==> src/rtl/salc_pkg.sv <==
// Shared constants, codes and helpers of the set-associative LRU cache.
`timescale 1ns / 1ps
`default_nettype none
package salc_pkg;

	// build defaults
	localparam int MAX_SET_BITS_DEF = 6;
	localparam int MAX_WAYS_DEF     = 8;
	localparam int TAG_WIDTH_DEF    = 32;

	// field widths
	localparam int OP_W    = 2;
	localparam int ADDR_W  = 64;
	localparam int CNT_W   = 32;
	localparam int SB_CFG_W = 3;
	localparam int BB_CFG_W = 6;
	localparam int WY_CFG_W = 4;
	localparam int CFG_IDX_W  = 2;
	localparam int CFG_DATA_W = 6;

	// operation codes
	localparam logic [OP_W-1:0] OP_LOAD   = 2'd0;
	localparam logic [OP_W-1:0] OP_STORE  = 2'd1;
	localparam logic [OP_W-1:0] OP_MODIFY = 2'd2;

	// register indexes
	localparam logic [CFG_IDX_W-1:0] CFG_SET_BITS   = 2'd0;
	localparam logic [CFG_IDX_W-1:0] CFG_BLOCK_BITS = 2'd1;
	localparam logic [CFG_IDX_W-1:0] CFG_WAYS       = 2'd2;

	// register reset values
	localparam logic [SB_CFG_W-1:0] SET_BITS_RST   = 3'd1;
	localparam logic [BB_CFG_W-1:0] BLOCK_BITS_RST = 6'd1;
	localparam logic [WY_CFG_W-1:0] WAYS_RST       = 4'd1;

	localparam logic [CNT_W-1:0] CNT_MAX = '1;

	// outcome of one lookup
	typedef struct packed {
		logic hit;
		logic evicted;
	} access_res_t;

	function automatic logic [CNT_W-1:0] sat_inc(input logic [CNT_W-1:0] v);
		return (v == CNT_MAX) ? v : v + 1'b1;
	endfunction

endpackage
`default_nettype wire

==> src/rtl/salc_lru_update.sv <==
// Tag compare, victim pick and LRU rank update for one set.
`timescale 1ns / 1ps
`default_nettype none
module salc_lru_update #(
	parameter int WAYS   = 8,
	parameter int TAG_W  = 32,
	parameter int RANK_W = 3,
	parameter int WCNT_W = 4
) (
	input  wire logic [WAYS-1:0]             row_valid,
	input  wire logic [WAYS-1:0][TAG_W-1:0]  row_tag,
	input  wire logic [WAYS-1:0][RANK_W-1:0] row_rank,
	input  wire logic [TAG_W-1:0]            tag,
	input  wire logic [WCNT_W-1:0]           ways,
	output salc_pkg::access_res_t            res,
	output logic      [WAYS-1:0]             new_valid,
	output logic      [WAYS-1:0][TAG_W-1:0]  new_tag,
	output logic      [WAYS-1:0][RANK_W-1:0] new_rank
);
	import salc_pkg::*;

	logic [WAYS-1:0]   in_use;
	logic [WAYS-1:0]   match;
	logic [RANK_W-1:0] found;
	logic [RANK_W-1:0] victim;
	logic [RANK_W-1:0] target;
	logic [RANK_W-1:0] old_rank;
	logic              hit;

	always_comb begin
		for (int w = 0; w < WAYS; w++) begin
			in_use[w] = (w < int'(ways));
			match[w]  = in_use[w] && row_valid[w] && (row_tag[w] == tag);
		end

		// lowest matching way wins
		found = '0;
		for (int w = WAYS - 1; w >= 0; w--) begin
			if (match[w]) begin
				found = RANK_W'(w);
			end
		end
		hit = |match;

		// least recent used way, lowest way on a tie
		victim = '0;
		for (int w = 1; w < WAYS; w++) begin
			if (in_use[w] && (row_rank[w] < row_rank[victim])) begin
				victim = RANK_W'(w);
			end
		end

		target   = hit ? found : victim;
		old_rank = row_rank[target];

		new_valid = row_valid;
		new_tag   = row_tag;
		new_rank  = row_rank;
		new_valid[target] = 1'b1;
		new_tag[target]   = tag;
		for (int w = 0; w < WAYS; w++) begin
			if (RANK_W'(w) == target) begin
				new_rank[w] = RANK_W'(ways - 1'b1);
			end else if (in_use[w] && (row_rank[w] > old_rank) && (row_rank[w] != '0)) begin
				new_rank[w] = row_rank[w] - 1'b1;
			end
		end

		res.hit     = hit;
		res.evicted = !hit && row_valid[victim];
	end

endmodule
`default_nettype wire

==> config.mk <==
export PLATFORM = sky130hd
export DESIGN_NAME = salc_lru_update
export DESIGN_NICKNAME = d
export VERILOG_FILES = /design/src/rtl/salc_pkg.sv /design/src/rtl/salc_lru_update.sv
export SDC_FILE = /design/constraint.sdc
export NUM_CORES = 1
export LEC_CHECK = 0
export BUFFER_PORTS_ARGS = -buffer_cell sky130_fd_sc_hd__buf_2
export CORE_AREA = 4 4 235 237
export DETAILED_ROUTE_END_ITERATION = 6
export DIE_AREA = 0 0 239 241
export PLACE_DENSITY_LB_ADDON = 0.15
export SLEW_MARGIN = 20
export SYNTH_ARGS = -nofsm -noshare
export SYNTH_HDL_FRONTEND = slang
export SYNTH_SLANG_ARGS = --single-unit
export TNS_END_PERCENT = 1
==> constraint.sdc <==
create_clock -name vclk -period 14
set_input_delay 0.7 -clock vclk [all_inputs]
set_output_delay 0.7 -clock vclk [all_outputs]
set_load 0.05 [all_outputs]
==> results of run 1 <==
## layer usage
metal  wire length, um  up-vias  global-route usage [%]  share of wire [%]
li1                  -     6132                       -                  -
met1             30800     6495                    30.0                 38
met2             42600      588                    49.6                 53
met3              4500      100                    3.43                5.6
met4              2420        2                    6.44                3.0
met5                 7        -                       0             0.0087
## critical path, delay by kind of cell
family	cells	cell delay [ps]
buf+inv	8	1030
mux	3	500
xor+xnor	1	120
compound gates	33	5340
fa+ha+maj	8	2190
simple gates	21	2780
## metrics by stage
stage / utilization, % / cell area (um2)
after floorplan: - / 9840
after global placement: 27.9 / 14800
after detailed placement: 27.9 / 14800
after CTS: 27.9 / 14900
after global routing: 28.7 / 15300
final: 28.7 / 15300
## cells in the mapped netlist, drive strengths merged, types with 3 or more instances
| cell type | count | area share, % |
|---|---|---|
| o21a | 5 | 0.38 |
| o21ai | 43 | 2.3 |
| or3 | 4 | 0.26 |
| nor3 | 17 | 0.92 |
| nand2 | 270 | 10 |
| o221ai | 6 | 0.54 |
| nor4 | 41 | 2.7 |
| o2111ai | 5 | 0.51 |
| mux2 | 199 | 23 |
| nor2b | 7 | 0.45 |
| o31a | 3 | 0.28 |
| or2 | 9 | 0.57 |
| xor2 | 145 | 13 |
| and2 | 6 | 0.41 |
| a22o | 3 | 0.36 |
| ha | 48 | 6.1 |
| o211ai | 15 | 1.5 |
| a211oi | 11 | 0.94 |
| and3 | 7 | 0.45 |
| xnor2 | 132 | 12 |
| inv | 45 | 1.7 |
| mux2i | 19 | 1.9 |
| clkbuf | 77 | 2.9 |
| a31oi | 14 | 0.89 |
| a21boi | 5 | 0.38 |
| buf | 34 | 1.9 |
| o31ai | 8 | 0.66 |
| a21oi | 50 | 2.6 |
| o21bai | 3 | 0.27 |
| nand2b | 8 | 0.51 |
| nor2 | 55 | 2.3 |
| nand4 | 35 | 2.2 |
| nand3 | 24 | 1.2 |
## logic make-up after synthesis
logic type,synth area share (%)
muxes,24.8
AOI/OAI and AO/OA,14.3
adders and majority gates,6.12
buffers and inverters,6.61
and+or+nand+nor,23.4
xor gates and xnor gates,24.8
## worst paths after layout
check / slack (ps) / to / from
worst min-delay path: 1810 / new_tag[65] / row_tag[65]
worst max-delay path: 610 / new_rank[9] / row_rank[1]
## cell type report
class	count	share of cell area, %
Inverter	47	1.15
Tap cell	696	5.69
Multi-Input combinational cell	1233	62.4
Timing Repair Buffer	747	30.5
Antenna cell	16	0.262
## timing repair
item,in CTS,in global routing
buffers inserted,0,13
resized for setup,3,67
pin swaps,0,35
endpoints found under the setup margin,22,289
==> flow_metrics.env, run 1 <==
export IMPL_dp_cells=2710
export IMPL_fin_crit_sh_pct=95.6
export IMPL_finalCriticalPeriod_ps=13390
export IMPL_fin_setup_tns_ps=0
export IMPL_drc=0
export IMPL_drt_first_iter_violations=844
export IMPL_cp_end_kind="output port"
export IMPL_vias=13317
export IMPL_wl_um=80300
export IMPL_cp_required_ps=13300
export IMPL_hold_class="in -> out"
export IMPL_critPathMostFrequentCell="nand2_1"
export IMPL_antenna_found_initial=30
export IMPL_fillers=5986
export IMPL_drtPass1Iterations=5
export IMPL_area_growth_pct=56.1
export IMPL_grt_pass1_vias=13228
export IMPL_finalHoldViolCount=0
export IMPL_gp_congestion=0.914
export IMPL_crit_slowest_cell="or3b_4"
export IMPL_drv_cap=0
export IMPL_post_place_ws_ps=-100
export IMPL_start_util_pct=18.4
export IMPL_tightest_slew_ps=990
export IMPL_synth_warnings=0
export IMPL_clock_buffers=0
export IMPL_core_area_um2=53300
export IMPL_synth_area_um2=9810
export IMPL_hold_depth=4
export IMPL_critPathMaxFanout=13
export IMPL_detail_route_wl_per_cell_um=29.3
export IMPL_rows=85
export IMPL_die_area_um2=57600
export IMPL_portBuffers=614
export IMPL_final_common_cell="buf_2"
export IMPL_instances_no_fill=2739
export IMPL_drv_slew=0
export IMPL_dp_hpwl_um=68600
export IMPL_path_class="in -> out"
export IMPL_setup_viol=0
export IMPL_dieHeight_um=241
export IMPL_avgSynthCellArea_um2=7.05
export IMPL_outcome="finished, final reports clean"
export IMPL_multiInputGateArea_um2=9550
export IMPL_viasPerCell=4.86
export IMPL_slowest_delay_ps=410
export IMPL_grt_pass1_wl_um=106000
export IMPL_finalWorstSetupSlack_ps=613
export IMPL_nFlopsAndLatches=0
export IMPL_track_usage_pct=25.8
export IMPL_arrival_ps=12690
export IMPL_drive_above_1_share_pct=51.4
export IMPL_ys_seq_area_share_pct=0
export IMPL_final_nets=2401
export IMPL_io_pins=614
export IMPL_final_cell_mix="581 x buf_2, 263 x nand2_1, 197 x mux2_2"
export IMPL_max_freq_mhz=74.7
export IMPL_ctsHoldBuffers=0
export IMPL_hold_ws_ps=1810
export IMPL_yosysUniqueCellTypes=84
export IMPL_overflow=0
export IMPL_grt_max_degree=37
export IMPL_seq_area_um2=0
export IMPL_start_kind="primary input"
export IMPL_synth_cells=1391
export IMPL_worst_slew_margin_rel_pct=33.4
export IMPL_fp_dieW_um=239
export IMPL_final_antenna_net_count=0
export IMPL_synth_nets=1763
Power of run 1 is not shown: default switching activity piles up to over one toggle a cycle in this logic, so the estimate is an artifact.
==> run 2: changes to the inputs <==
Settings changed: CELL_PAD_IN_SITES_DETAIL_PLACEMENT set to 2, CELL_PAD_IN_SITES_GLOBAL_PLACEMENT set to 2, CORE_AREA 4 4 235 237 to 4 4 234 236, DIE_AREA 0 0 239 241 to 0 0 238 240.
==> run 2 against run 1 <==
  * Final cell count up 0.80%
  * Sequential share of layout area stayed put
  * Flip-flop and latch count unchanged
  * Critical endpoint unchanged
  * Global-route usage up 3.2 points
  * Fmax decreased by 0.66%
  * First-iteration DRC count down 33%
  * Worst setup slack got worse by 89 ps
  * Routed wire length is 10% higher
  * Count of clock-buffer cells in the layout is the same
==> flow_metrics.env, run 2 (same netlist as run 1, synthesis figures left out) <==
export IMPL_fillers=6283
export IMPL_cp_required_ps=13300
export IMPL_final_antenna_net_count=0
export IMPL_ctsHoldBuffers=0
export IMPL_dieHeight_um=240
export IMPL_detail_route_wl_per_cell_um=32.0
export IMPL_drtPass1Iterations=5
export IMPL_antenna_found_initial=35
export IMPL_final_common_cell="buf_2"
export IMPL_area_growth_pct=58.1
export IMPL_fp_dieW_um=238
export IMPL_tightest_slew_ps=1060
export IMPL_seq_area_um2=0
export IMPL_start_util_pct=18.7
export IMPL_critPathMaxFanout=5
export IMPL_path_class="in -> out"
export IMPL_arrival_ps=12780
export IMPL_grt_pass1_wl_um=118000
export IMPL_hold_class="in -> out"
export IMPL_nFlopsAndLatches=0
export IMPL_grt_max_degree=42
export IMPL_rows=84
export IMPL_portBuffers=614
export IMPL_final_nets=2423
export IMPL_drive_above_1_share_pct=52.6
export IMPL_setup_viol=0
export IMPL_drv_slew=0
export IMPL_slowest_delay_ps=410
export IMPL_grt_pass1_vias=14742
export IMPL_clock_buffers=0
export IMPL_finalCriticalPeriod_ps=13480
export IMPL_core_area_um2=52400
export IMPL_crit_slowest_cell="o41ai_4"
export IMPL_drc=0
export IMPL_gp_congestion=0.903
export IMPL_critPathMostFrequentCell="a21oi_2"
export IMPL_die_area_um2=57100
export IMPL_dp_hpwl_um=75900
export IMPL_drt_first_iter_violations=569
export IMPL_finalCoreUtilization_pct=29.6
export IMPL_track_usage_pct=29.0
export IMPL_vias=13622
export IMPL_io_pins=614
export IMPL_start_kind="primary input"
export IMPL_final_cell_mix="585 x buf_2, 260 x nand2_1, 197 x mux2_2"
export IMPL_viasPerCell=4.93
export IMPL_finalHoldViolCount=0
export IMPL_fin_crit_sh_pct=96.3
export IMPL_wl_um=88400
export IMPL_outcome="finished, final reports clean"
export IMPL_worst_slew_margin_rel_pct=29.4
export IMPL_drv_cap=0
export IMPL_cp_end_kind="output port"
export IMPL_overflow=0
export IMPL_max_freq_mhz=74.2
==> run 2: critical path, delay by kind of cell <==
family / cells / cell delay [ps]
buf+inv: 9 / 1220
compound gates: 34 / 5610
xor+xnor: 1 / 120
simple gates: 20 / 2770
fa+ha+maj: 8 / 2080
mux: 2 / 260
==> run 2: path summary, 6_finish.rpt <==
kind | start | endpoint | slack (ps) | cells after the start
setup / recovery | row_rank[1] | new_rank[9] | 520 | 74
hold / removal | row_tag[176] | new_tag[176] | 1810 | 4
==> run 2: timing repair <==
| action | in CTS | in global routing |
|---|---|---|
| buffers inserted | 6 | 16 |
| endpoints found under the setup margin | 24 | 289 |
| resized for setup | 17 | 78 |
| pin swaps | 5 | 42 |
| cloned | 1 | 0 |
==> run 2: metrics by stage <==
stage / area, um2 / hold WS, ps / setup WS [ps] / instances / TNS, ps
finish: 15500 / 1810 / 524 / 2761 / 0
global route: 15500 / 1830 / -253 / 2756 / -5080
CTS: 15000 / 1810 / 20.1 / 2721 / 0
detailed placement: 14900 / 1800 / -408 / 2714 / -7250
global placement: 14900 / 1810 / 280 / 2714 / 0
floorplan: 9840 / 1650 / -275 / 1391 / -2930
==> run 2: cell type report <==
cell class / count / area, um2 / share of cell area, %
well taps: 688 / 861 / 5.55
repair buffers: 768 / 4790 / 30.9
inverters: 47 / 176 / 1.14
diodes: 24 / 60.1 / 0.387
multi-input cells: 1234 / 9610 / 62.0
==> run 2: routing by layer <==
metal	part of all wire [%]	vias up	GRT usage, %	wire length [um]
met1	38	6820	32.6	33400
met2	52	480	52.6	45800
met3	6.4	123	6.74	5640
met5	0.053	-	0	47
li1	-	6193	-	-
met4	4.0	6	11.8	3560
Power of run 2 is left out for the same reason.
==> run 3: changes to the inputs <==
Settings changed: RECOVER_POWER set to 25.
==> run 3 against run 2 <==
  * Non-clock buffer count unchanged
  * Count of clock-buffer cells in the layout unchanged
  * Final cell count unchanged
  * Utilization about the same
  * Worst setup slack worse by 11 ps
  * Critical path depth unchanged
  * Sequential share of layout area unchanged
  * Global-route usage unchanged
  * Die area unchanged
  * Routed wire length about the same
  * Critical endpoint unchanged
  * Highest routed layer unchanged
==> flow_metrics.env, run 3 (same netlist as run 1, synthesis figures left out) <==
export IMPL_rows=84
export IMPL_cp_end_kind="output port"
export IMPL_fin_crit_sh_pct=96.3
export IMPL_grt_pass1_wl_um=118000
export IMPL_post_place_ws_ps=-408
export IMPL_critPathMostFrequentCell="a21oi_2"
export IMPL_drive_above_1_share_pct=52.4
export IMPL_arrival_ps=12790
export IMPL_start_kind="primary input"
export IMPL_finalHoldViolCount=0
export IMPL_hp_start="row_tag[176]"
export IMPL_final_antenna_net_count=0
export IMPL_crit_slowest_cell="o41ai_4"
export IMPL_hold_end="new_tag[176]"
export IMPL_dp_hpwl_um=75900
export IMPL_seq_area_um2=0
export IMPL_final_common_cell="buf_2"
export IMPL_outcome="finished, final reports clean"
export IMPL_track_usage_pct=29.0
export IMPL_setup_viol=0
export IMPL_portBuffers=614
export IMPL_cp_required_ps=13300
export IMPL_worst_slew_margin_rel_pct=29.2
export IMPL_gp_congestion=0.903
export IMPL_final_nets=2423
export IMPL_grt_pass1_vias=14742
export IMPL_dieHeight_um=240
export IMPL_hold_depth=4
export IMPL_drc=0
export IMPL_clock_buffers=0
export IMPL_fillers=6288
export IMPL_final_cell_mix="583 x buf_2, 261 x nand2_1, 197 x mux2_2"
export IMPL_antenna_found_initial=35
export IMPL_nFlopsAndLatches=0
export IMPL_detail_route_wl_per_cell_um=32.0
export IMPL_drv_slew=0
export IMPL_drtPass1Iterations=5
export IMPL_tightest_slew_ps=1060
export IMPL_slowest_delay_ps=410
export IMPL_finalCriticalPeriod_ps=13490
export IMPL_wl_um=88400
export IMPL_overflow=0
export IMPL_fp_dieW_um=238
export IMPL_path_class="in -> out"
export IMPL_io_pins=614
export IMPL_vias=13640
export IMPL_core_area_um2=52400
export IMPL_max_freq_mhz=74.1
export IMPL_area_growth_pct=57.9
export IMPL_viasPerCell=4.94
export IMPL_finalWorstSetupSlack_ps=513
export IMPL_grt_max_degree=42
export IMPL_die_area_um2=57100
export IMPL_drt_first_iter_violations=587
export IMPL_drv_cap=0
export IMPL_start_util_pct=18.7
export IMPL_hold_class="in -> out"
export IMPL_critPathMaxFanout=5
[run 3: through the flow]
step | cell area (um2) | std cells | hold slack [ps] | TNS, ps | utilization (%)
finish | 15500 | 2761 | 1810 | 0 | 29.5
detailed placement | 14900 | 2714 | 1800 | -7250 | 28.4
global route | 15500 | 2756 | 1830 | -5340 | 29.5
floorplan | 9840 | 1391 | 1650 | -2930 | -
global placement | 14900 | 2714 | 1810 | 0 | 28.4
CTS | 15000 | 2721 | 1810 | 0 | 28.6
[run 3: area by class of cell]
type	count	area (um2)	share of cell area, %
Multi-Input combinational cell	1234	9600	62.0
Timing Repair Buffer	768	4790	30.9
Tap cell	688	861	5.56
Inverter	47	176	1.14
Antenna cell	24	60.1	0.388
[run 3: worst max-delay path: cells and delay by family]
kind / cells / cell delay, ps
AO/OA/AOI/OAI: 34 / 5620
AND/OR/NAND/NOR: 20 / 2750
adder cells (fa/ha/maj): 8 / 2080
buffers and inverters: 9 / 1220
multiplexers: 2 / 260
XOR/XNOR: 1 / 120
[run 3: what timing repair did]
action                     in CTS  in global routing
pin swaps                       5                 42
hold buffers                    0                  0
setup buffers                   6                 16
setup endpoints to repair      24                289
gates resized for setup        17                 78
cloned                          1                  0
[run 3: per-layer routing]
metal	vias to the layer above	wire length (um)	GRT usage [%]
li1	6193	-	-
met1	6839	33200	32.6
met2	479	45800	52.6
met3	123	5770	6.74
met4	6	3560	11.8
met5	-	47	0
[run 3: worst max path at each step]
stage | startpoint | endpoint | slack [ps] | cells past startpoint
2_1_floorplan | row_rank[1] | new_rank[6] | -280 | 72
4_1_cts | row_rank[1] | new_rank[9] | 20 | 74
6_report | row_rank[1] | new_rank[9] | 510 | 74
5_1_grt | row_rank[1] | new_rank[6] | -250 | 74
3_5_place_dp | row_rank[1] | new_rank[16] | -410 | 76
3_3_place_gp | row_rank[1] | new_rank[7] | 280 | 73
Power of run 3 is left out for the same reason.
